`src/design/bsa_pkg.sv`:
```
// Shared types, constants and codes for the bitmap slot allocator.
// No dependencies.
package bsa_pkg;

    localparam int CAPACITY   = 256;
    localparam int WORD_WIDTH = 32;
    localparam int NUM_WORDS  = CAPACITY / WORD_WIDTH;
    localparam int SLOT_W     = $clog2(CAPACITY);
    localparam int WORD_IDX_W = $clog2(NUM_WORDS);
    localparam int BIT_IDX_W  = $clog2(WORD_WIDTH);
    localparam int SIZE_W     = SLOT_W + 1;
    localparam int ACT_W      = 2;
    localparam int STS_W      = 2;
    localparam int IN_DATA_W  = ((SLOT_W + 7) / 8) * 8;
    localparam int OUT_BITS   = SLOT_W + 1 + 2 * SIZE_W;
    localparam int OUT_DATA_W = ((OUT_BITS + 7) / 8) * 8;

    localparam logic [ACT_W-1:0] ACT_ALLOC   = ACT_W'(0);
    localparam logic [ACT_W-1:0] ACT_RELEASE = ACT_W'(1);
    localparam logic [ACT_W-1:0] ACT_QUERY   = ACT_W'(2);

    localparam logic [STS_W-1:0] STS_OK    = STS_W'(0);
    localparam logic [STS_W-1:0] STS_FULL  = STS_W'(1);
    localparam logic [STS_W-1:0] STS_RANGE = STS_W'(2);

    typedef logic [WORD_WIDTH-1:0] t_word;

    typedef struct packed {
        logic load;
        logic scan;
        logic commit;
    } t_dp_cmd;

    typedef struct packed {
        logic alloc_req;
        logic found;
        logic last;
        logic out_free;
    } t_dp_sts;

endpackage

```
`src/design/bsa_ctrl.sv`:
```
// Sequencing state machine for the allocator: request load, word scan, result.
// Depends on bsa_pkg.
module bsa_ctrl import bsa_pkg::*; (
    input  logic    i_clk,
    input  logic    i_rst_n,
    input  logic    i_req_valid,
    output logic    o_req_ready,
    input  t_dp_sts i_sts,
    output t_dp_cmd o_cmd
);

    localparam logic [1:0] S_IDLE   = 2'd0;
    localparam logic [1:0] S_SCAN   = 2'd1;
    localparam logic [1:0] S_RESULT = 2'd2;

    logic [1:0] r_state;
    logic [1:0] n_state;

    always_comb begin
        n_state     = r_state;
        o_cmd       = '0;
        o_req_ready = 1'b0;
        unique case (r_state)
            S_IDLE: begin
                o_req_ready = 1'b1;
                if (i_req_valid) begin
                    o_cmd.load = 1'b1;
                    n_state    = i_sts.alloc_req ? S_SCAN : S_RESULT;
                end
            end
            S_SCAN: begin
                o_cmd.scan = 1'b1;
                if (i_sts.found || i_sts.last) begin
                    n_state = S_RESULT;
                end
            end
            S_RESULT: begin
                if (i_sts.out_free) begin
                    o_cmd.commit = 1'b1;
                    n_state      = S_IDLE;
                end
            end
            default: begin
                n_state = S_IDLE;
            end
        endcase
    end

    always_ff @(posedge i_clk) begin
        if (!i_rst_n) begin
            r_state <= S_IDLE;
        end else begin
            r_state <= n_state;
        end
    end

endmodule

```
`src/design/bsa_datapath.sv`:
```
// Occupancy bitmap, counters, word scanner and result register.
// Depends on bsa_pkg; driven by bsa_ctrl commands.
module bsa_datapath import bsa_pkg::*; (
    input  logic                   i_clk,
    input  logic                   i_rst_n,
    input  logic                   i_cfg_wr_en,
    input  logic [SIZE_W-1:0]      i_cfg_wr_data,
    input  logic [ACT_W-1:0]       i_action,
    input  logic [SLOT_W-1:0]      i_slot_index,
    input  t_dp_cmd                i_cmd,
    output t_dp_sts                o_sts,
    output logic                   o_out_valid,
    input  logic                   i_out_ready,
    output logic [STS_W-1:0]       o_status,
    output logic [SLOT_W-1:0]      o_granted_slot,
    output logic                   o_slot_bit,
    output logic [SIZE_W-1:0]      o_free_count,
    output logic [SIZE_W-1:0]      o_peak_used
);

    t_word                 r_words [NUM_WORDS];
    logic [SIZE_W-1:0]     r_size;
    logic [SIZE_W-1:0]     r_free;
    logic [SIZE_W-1:0]     r_peak;
    logic [ACT_W-1:0]      r_act;
    logic [SLOT_W-1:0]     r_idx;
    logic [WORD_IDX_W-1:0] r_wptr;
    logic                  r_found;
    logic [BIT_IDX_W-1:0]  r_hit_bit;
    logic                  r_out_valid;
    logic [STS_W-1:0]      r_status;
    logic [SLOT_W-1:0]     r_granted;
    logic                  r_sbit;
    logic [SIZE_W-1:0]     r_free_out;
    logic [SIZE_W-1:0]     r_peak_out;

    t_word                 rd_word;
    t_word                 free_mask;
    logic                  scan_found;
    logic [BIT_IDX_W-1:0]  scan_bit;
    logic [SIZE_W-1:0]     next_base;
    logic                  scan_last;
    logic [SIZE_W-1:0]     cfg_size;

    logic [BIT_IDX_W-1:0]  tgt_bit;
    logic                  cur_bit;
    logic                  idx_in_range;
    logic [STS_W-1:0]      n_status;
    logic [SLOT_W-1:0]     n_granted;
    logic                  n_sbit;
    logic [SIZE_W-1:0]     n_free;
    logic [SIZE_W-1:0]     n_peak;
    logic [SIZE_W-1:0]     used;
    t_word                 n_word;
    logic                  n_wr;

    assign rd_word  = r_words[r_wptr];
    assign cfg_size = (i_cfg_wr_data > SIZE_W'(CAPACITY)) ? SIZE_W'(CAPACITY) : i_cfg_wr_data;

    // free and managed bits of the current word, lowest one wins
    always_comb begin
        free_mask  = '0;
        scan_bit   = '0;
        scan_found = 1'b0;
        for (int b = 0; b < WORD_WIDTH; b++) begin
            free_mask[b] = !rd_word[b] &&
                           (SIZE_W'({r_wptr, BIT_IDX_W'(b)}) < r_size);
        end
        for (int b = WORD_WIDTH - 1; b >= 0; b--) begin
            if (free_mask[b]) begin
                scan_bit   = BIT_IDX_W'(b);
                scan_found = 1'b1;
            end
        end
    end

    assign next_base = SIZE_W'({r_wptr, {BIT_IDX_W{1'b0}}}) + SIZE_W'(WORD_WIDTH);
    assign scan_last = (r_wptr == WORD_IDX_W'(NUM_WORDS - 1)) || (next_base >= r_size);

    assign tgt_bit      = (r_act == ACT_ALLOC) ? r_hit_bit : r_idx[BIT_IDX_W-1:0];
    assign cur_bit      = rd_word[tgt_bit];
    assign idx_in_range = SIZE_W'(r_idx) < r_size;

    always_comb begin
        n_status  = STS_OK;
        n_granted = '0;
        n_sbit    = 1'b0;
        n_free    = r_free;
        n_peak    = r_peak;
        n_word    = rd_word;
        n_wr      = 1'b0;
        used      = '0;
        unique case (r_act)
            ACT_ALLOC: begin
                if (r_found) begin
                    n_word[tgt_bit] = 1'b1;
                    n_wr            = 1'b1;
                    n_granted       = {r_wptr, r_hit_bit};
                    if (r_free != '0) begin
                        n_free = r_free - SIZE_W'(1);
                    end
                    used = r_size - n_free;
                    if (used > r_peak) begin
                        n_peak = used;
                    end
                end else begin
                    n_status = STS_FULL;
                end
            end
            ACT_RELEASE: begin
                if (!idx_in_range) begin
                    n_status = STS_RANGE;
                end else if (cur_bit) begin
                    n_word[tgt_bit] = 1'b0;
                    n_wr            = 1'b1;
                    if (r_free < r_size) begin
                        n_free = r_free + SIZE_W'(1);
                    end
                end
            end
            ACT_QUERY: begin
                if (!idx_in_range) begin
                    n_status = STS_RANGE;
                end else begin
                    n_sbit = cur_bit;
                end
            end
            default: begin
                n_status = STS_OK;
            end
        endcase
    end

    always_ff @(posedge i_clk) begin
        if (!i_rst_n) begin
            for (int w = 0; w < NUM_WORDS; w++) begin
                r_words[w] <= '0;
            end
            r_size      <= SIZE_W'(CAPACITY);
            r_free      <= SIZE_W'(CAPACITY);
            r_peak      <= '0;
            r_out_valid <= 1'b0;
        end else begin
            if (i_cfg_wr_en) begin
                for (int w = 0; w < NUM_WORDS; w++) begin
                    r_words[w] <= '0;
                end
                r_size <= cfg_size;
                r_free <= cfg_size;
                r_peak <= '0;
            end else if (i_cmd.commit) begin
                if (n_wr) begin
                    r_words[r_wptr] <= n_word;
                end
                r_free <= n_free;
                r_peak <= n_peak;
            end
            if (i_cmd.commit) begin
                r_out_valid <= 1'b1;
            end else if (i_out_ready) begin
                r_out_valid <= 1'b0;
            end
        end
    end

    always_ff @(posedge i_clk) begin
        if (i_cmd.load) begin
            r_act   <= i_action;
            r_idx   <= i_slot_index;
            r_wptr  <= (i_action == ACT_ALLOC) ? '0 : i_slot_index[SLOT_W-1 -: WORD_IDX_W];
            r_found <= 1'b0;
        end else if (i_cmd.scan) begin
            r_found   <= scan_found;
            r_hit_bit <= scan_bit;
            if (!scan_found && !scan_last) begin
                r_wptr <= r_wptr + WORD_IDX_W'(1);
            end
        end
        if (i_cmd.commit) begin
            r_status   <= n_status;
            r_granted  <= n_granted;
            r_sbit     <= n_sbit;
            r_free_out <= n_free;
            r_peak_out <= n_peak;
        end
    end

    assign o_sts.alloc_req = (i_action == ACT_ALLOC);
    assign o_sts.found     = scan_found;
    assign o_sts.last      = scan_last;
    assign o_sts.out_free  = !r_out_valid || i_out_ready;

    assign o_out_valid    = r_out_valid;
    assign o_status       = r_status;
    assign o_granted_slot = r_granted;
    assign o_slot_bit     = r_sbit;
    assign o_free_count   = r_free_out;
    assign o_peak_used    = r_peak_out;

endmodule

```
`src/design/bitmap_slot_allocator.sv`:
```
// First-fit slot allocator over an occupancy bitmap, top level.
// Requests enter on s_axis: tuser carries the action, tdata the slot index.
// Results leave on m_axis: tuser carries the status, tdata the result fields.
// A write on the cfg port sets the number of managed slots (clamped to the
// capacity) and the free count to it, and clears the map and the peak count.
// Allocate scans the bitmap one 32-bit word per cycle through a priority
// encoder, from word 0 until a free slot is found or the last managed word
// is reached, then updates the map and registers the result. Release, query
// and the unused action skip the scan and go straight to the update. One
// request is in flight at a time; the next transfer is taken in the cycle
// after the update, while the result may still wait in the output register.
// When m_axis_tready is low the result holds; a finished request then waits
// in its update step until the output register is free.
// Reset (i_rst_n low, synchronous) sets 256 managed slots, an empty map and
// drops any pending result.
// Depends on bsa_pkg, bsa_ctrl and bsa_datapath.
module bitmap_slot_allocator import bsa_pkg::*; (
    input  logic                  i_clk,
    input  logic                  i_rst_n,
    input  logic                  i_cfg_wr_en,
    input  logic [SIZE_W-1:0]     i_cfg_wr_data,
    input  logic                  s_axis_tvalid,
    output logic                  s_axis_tready,
    input  logic [IN_DATA_W-1:0]  s_axis_tdata,   // [7:0] slot_index
    input  logic [ACT_W-1:0]      s_axis_tuser,   // [1:0] action
    output logic                  m_axis_tvalid,
    input  logic                  m_axis_tready,
    output logic [OUT_DATA_W-1:0] m_axis_tdata,   // granted_slot, slot_bit, free_count, peak_used
    output logic [STS_W-1:0]      m_axis_tuser    // [1:0] status
);

    t_dp_cmd             cmd;
    t_dp_sts             sts;
    logic [STS_W-1:0]    status;
    logic [SLOT_W-1:0]   granted_slot;
    logic                slot_bit;
    logic [SIZE_W-1:0]   free_count;
    logic [SIZE_W-1:0]   peak_used;

    bsa_ctrl u_ctrl (
        .i_clk       (i_clk),
        .i_rst_n     (i_rst_n),
        .i_req_valid (s_axis_tvalid),
        .o_req_ready (s_axis_tready),
        .i_sts       (sts),
        .o_cmd       (cmd)
    );

    bsa_datapath u_dp (
        .i_clk          (i_clk),
        .i_rst_n        (i_rst_n),
        .i_cfg_wr_en    (i_cfg_wr_en),
        .i_cfg_wr_data  (i_cfg_wr_data),
        .i_action       (s_axis_tuser),
        .i_slot_index   (s_axis_tdata[SLOT_W-1:0]),
        .i_cmd          (cmd),
        .o_sts          (sts),
        .o_out_valid    (m_axis_tvalid),
        .i_out_ready    (m_axis_tready),
        .o_status       (status),
        .o_granted_slot (granted_slot),
        .o_slot_bit     (slot_bit),
        .o_free_count   (free_count),
        .o_peak_used    (peak_used)
    );

    assign m_axis_tuser = status;
    assign m_axis_tdata = OUT_DATA_W'({peak_used, free_count, slot_bit, granted_slot});

endmodule
```
`config.mk`:
```
export PLATFORM = sky130hd
export DESIGN_NAME = bitmap_slot_allocator
export DESIGN_NICKNAME = d
export VERILOG_FILES = /design/src/design/bsa_pkg.sv /design/src/design/bsa_ctrl.sv /design/src/design/bsa_datapath.sv /design/src/design/bitmap_slot_allocator.sv
export SDC_FILE = /design/constraint.sdc
export NUM_CORES = 1
export LEC_CHECK = 0
export BUFFER_PORTS_ARGS = -buffer_cell sky130_fd_sc_hd__buf_2
export CAP_MARGIN = 20
export CORE_UTILIZATION = 47
export CTS_CLUSTER_SIZE = 14
export DETAILED_ROUTE_END_ITERATION = 6
export PLACE_DENSITY = 0.75
export SLEW_MARGIN = 20
export SYNTH_ARGS = -nofsm -noshare
export SYNTH_HDL_FRONTEND = slang
export SYNTH_SLANG_ARGS = --single-unit
```
`constraint.sdc`:
```
create_clock -name i_clk -period 5.7 [get_ports i_clk]
set_input_delay 1.14 -clock i_clk [delete_from_list [all_inputs] [get_ports i_clk]]
set_output_delay 1.14 -clock i_clk [all_outputs]
set_load 0.1 [all_outputs]
```
==> results.cfg <==
[final_layout]
regArea_um2 = 9790
fin_cells = 2179
nNetsFinal = 1714
stdcell_area_um2 = 20500
n_antenna_cell = 0
final_common_cell = nor2_1
fillers = 3292
multi_input_area_um2 = 7740
area_delta_synth_final_pct = 12.4
drive_gt1_frac = 0.216
layout_common_cells = nor2_1 (319), edfxtp_1 (303), nand2_1 (104), o21ai_0 (62), a21oi_1 (61)

[yosys]
syn_inst = 1565
ys_ff_latch = 337
ys_types = 90
yosys_warnings = 0
synth_edf_count = 303
async_flop_share = 0
synth.avg_cell_area_um2 = 11.6
ys.flop_type = edfxtp_1
yosysSeqAreaShare = 0.537
mappedNetlistArea_um2 = 18200

[floorplan]
die_area_um2 = 39500
die_x_um = 199
die_height_um = 199
core_um2 = 37800
pin_count = 60
start_util = 0.481
rows = 71

[global_routing]
antenna_found_initial = 0
grt_util_all_layers = 0.273
first_global_vias = 13300
grt_max_degree = 54
gr-total-overflow = 0
grt_pass1_wl_um = 79900

[critical_path]
r2r-start = u_dp.r_free[0]$_SDFFE_PN0P_
reg2reg_slack_ns = 0.29
end_kind = flip-flop
crit_fanout = 5
startpoint_type = flip-flop
critPathRequiredTime_ns = 5.98
timing.rr.end = u_dp.o_peak_used[6]$_DFFE_PP_
crit_type = reg -> reg
arrival_ns = 5.69
r2r_cells = 26

[placed_design]
dp.cells = 2113
gp_congestion = 1.06
hpwl_um = 35500
portBuffers = 54
place_area_um2 = 19200

[timing]
min_period_ns = 5.41
final-setup-viol-count = 0
relSlewSlack = 0.272
skew_ns = 0.0243
fmax_ghz = 0.185
hold_viol_final = 0
rsz0062_at_grt = false
final_max_slew_viol_count = 0
worst_slew_pin_slew_ns = 1.09
period_share = 0.950

[clock_network]
cts.clk_slew.worst_paths_ns = 0.06
numCtsBuffers = 36
cts_tree = yes
clock_sinks = 337
clock_latency_ns = 0.54
cts_root_buf = clkbuf_16
cts_buffer_depth = 3
htree_levels = 2

[route]
dr.pass1.iters = 5
drtIter0Drc = 1113
wl_per_cell_um = 24.3
wirelength_um = 53000
vias_per_cell = 6.14
vias = 13400
post-route-drc-count = 0
ant_nets = 0

[hold_path]
holdPathEnd = u_dp.r_peak[1]$_SDFFE_PP0P_
hold_path_class = reg -> reg
whs_path_depth = 2
min_from = u_dp.r_peak[1]$_SDFFE_PP0P_

[pwr]
powerDensity_nw_per_um2 = 334
vdd_ir_drop_max_uv = 287
p_total_mw = 6.84
leakagePower_nw = 7.69

[run_status]
status = complete, no violations

[job]
cap_violations = 0
power by group:
group          internal, mW  switching, mW  total, mW
sequential             2.81          0.126       2.93
clock                  1.30          0.973       2.28
combinational         0.580           1.05       1.63
cells in the mapped netlist (5+ instances only):
cell	number	area (µm²)
nor2_1	321	1200
edfxtp_1	303	9100
nand2_1	106	398
a21oi_1	66	330
o21ai_0	65	325
mux2i_1	57	571
ha_1	48	601
inv_1	47	176
mux2_2	42	473
mux4_2	42	946
dfxtp_1	34	681
clkbuf_1	29	109
buf_6	28	315
nand3_1	19	95.1
a21oi_2	18	158
a22oi_1	18	135
buf_4	18	135
nand2b_1	17	106
nor2_2	16	100
nor2b_1	15	93.8
a22oi_2	14	175
o22ai_1	14	87.6
and3_1	11	68.8
nand4_1	11	68.8
a21o_1	10	75.1
and2_1	9	56.3
nor3_1	9	45.0
xnor2_1	9	78.8
a211oi_1	8	60.1
a21boi_0	8	60.1
buf_2	8	40.0
o21a_1	8	60.1
o21bai_1	8	60.1
nor4_1	7	43.8
o211ai_1	7	52.6
nand4_4	6	128
or2_2	6	37.5
o32ai_1	5	43.8
or3_1	5	31.3
xor2_1	5	43.8
state kept, by name, summed over array words and instances (netlist names), 8 cells and up, named ones only:
register             flops
u_dp.o_free_count        9
u_dp.o_granted_slot      8
u_dp.o_peak_used         9
u_dp.r_free              9
u_dp.r_idx               8
u_dp.r_peak              9
u_dp.r_size              9
u_dp.r_words           256
cells by family (layout without fill, tap and decap cells):
family | count (synthesis) | after routing | share of synthesized area
AO/OA/AOI/OAI | 306 | 306 | 0.117
XOR/XNOR | 14 | 14 | 0.00674
adder cells (fa/ha/maj) | 49 | 49 | 0.0341
buffers and inverters | 138 | 237 | 0.0455
flip-flops | 337 | 337 | 0.537
multiplexers | 142 | 142 | 0.111
other | 1 | 5 | 0.000206
AND/OR/NAND/NOR | 578 | 578 | 0.148
how the worst max path moves through the flow:
stage | from | endpoint | cells after the start
6_report | u_dp.r_free[0]$_SDFFE_PN0P_ | u_dp.o_peak_used[6]$_DFFE_PP_ | 26
5_1_grt | u_dp.r_free[0]$_SDFFE_PN0P_ | u_dp.o_peak_used[6]$_DFFE_PP_ | 26
4_1_cts | u_dp.r_free[1]$_SDFFE_PN0P_ | u_dp.o_peak_used[2]$_DFFE_PP_ | 26
3_5_place_dp | u_dp.r_free[1]$_SDFFE_PN0P_ | u_dp.r_peak[7]$_SDFFE_PP0P_ | 27
3_3_place_gp | u_dp.r_free[0]$_SDFFE_PN0P_ | u_dp.r_peak[4]$_SDFFE_PP0P_ | 27
2_1_floorplan | u_dp.r_free[0]$_SDFFE_PN0P_ | u_dp.o_peak_used[2]$_DFFE_PP_ | 26
area by class of cell:
| class | instances | area share |
|---|---|---|
| flip-flops and latches | 337 | 0.478 |
| multi-input cells | 1094 | 0.378 |
| repair buffers | 123 | 0.0473 |
| clock buffers | 45 | 0.0472 |
| well taps | 511 | 0.0313 |
| inverters | 49 | 0.00899 |
| clock inverters | 20 | 0.00838 |
worst max-delay path: stages, from the launching register on:
cell,delay (ns)
dfxtp_1,0.32
inv_2,0.07
ha_4,0.15
or3b_4,0.39
or3_4,0.34
or3_4,0.33
or2_4,0.30
nor2_2,0.15
a21oi_4,0.06
fa_1,0.46
nor2b_1,0.13
o21ai_1,0.10
a21boi_1,0.21
o21ai_0,0.10
nand2b_1,0.11
a21o_1,0.14
a21oi_2,0.07
xnor2_2,0.16
ha_1,0.34
nand4_1,0.10
nor2_1,0.13
a41oi_2,0.13
nand3_1,0.14
a21oi_2,0.06
nor2_4,0.18
clkbuf_16,0.16
mux2_2,0.32
repair_timing:
item | 4_1_cts | 5_1_grt
pin swaps | 1 | 11
resized for setup | 7 | 24
endpoints found under the setup margin | 16 | 18
cloned | 0 | 1
hold endpoints to repair | 0 | 0
hold buffers | 0 | 0
setup buffers | 0 | 0
through the flow:
stage | utilization | setup TNS [ns] | hold slack (ns) | setup slack, ns
after global routing | 0.541 | 0 | 0.519 | 0.0369
after detailed placement | 0.506 | -0.517 | 0.486 | -0.117
after global placement | 0.506 | 0 | 0.479 | 0.0229
after CTS | 0.537 | 0 | 0.495 | 0.0504
after floorplan | - | 0 | 0.454 | 0.147
final | 0.541 | 0 | 0.497 | 0.285
per-layer routing:
layer  up-vias  GRT usage  wire (µm)  part of all wire
li1       5939          -          -                 -
met1      6625      0.356      21200              0.40
met2       691      0.445      24900              0.47
met3       131     0.0409       4260             0.080
met4         0      0.136       2560             0.048
met5         -          0          0                 0
Power figures use the tool's default switching activity.
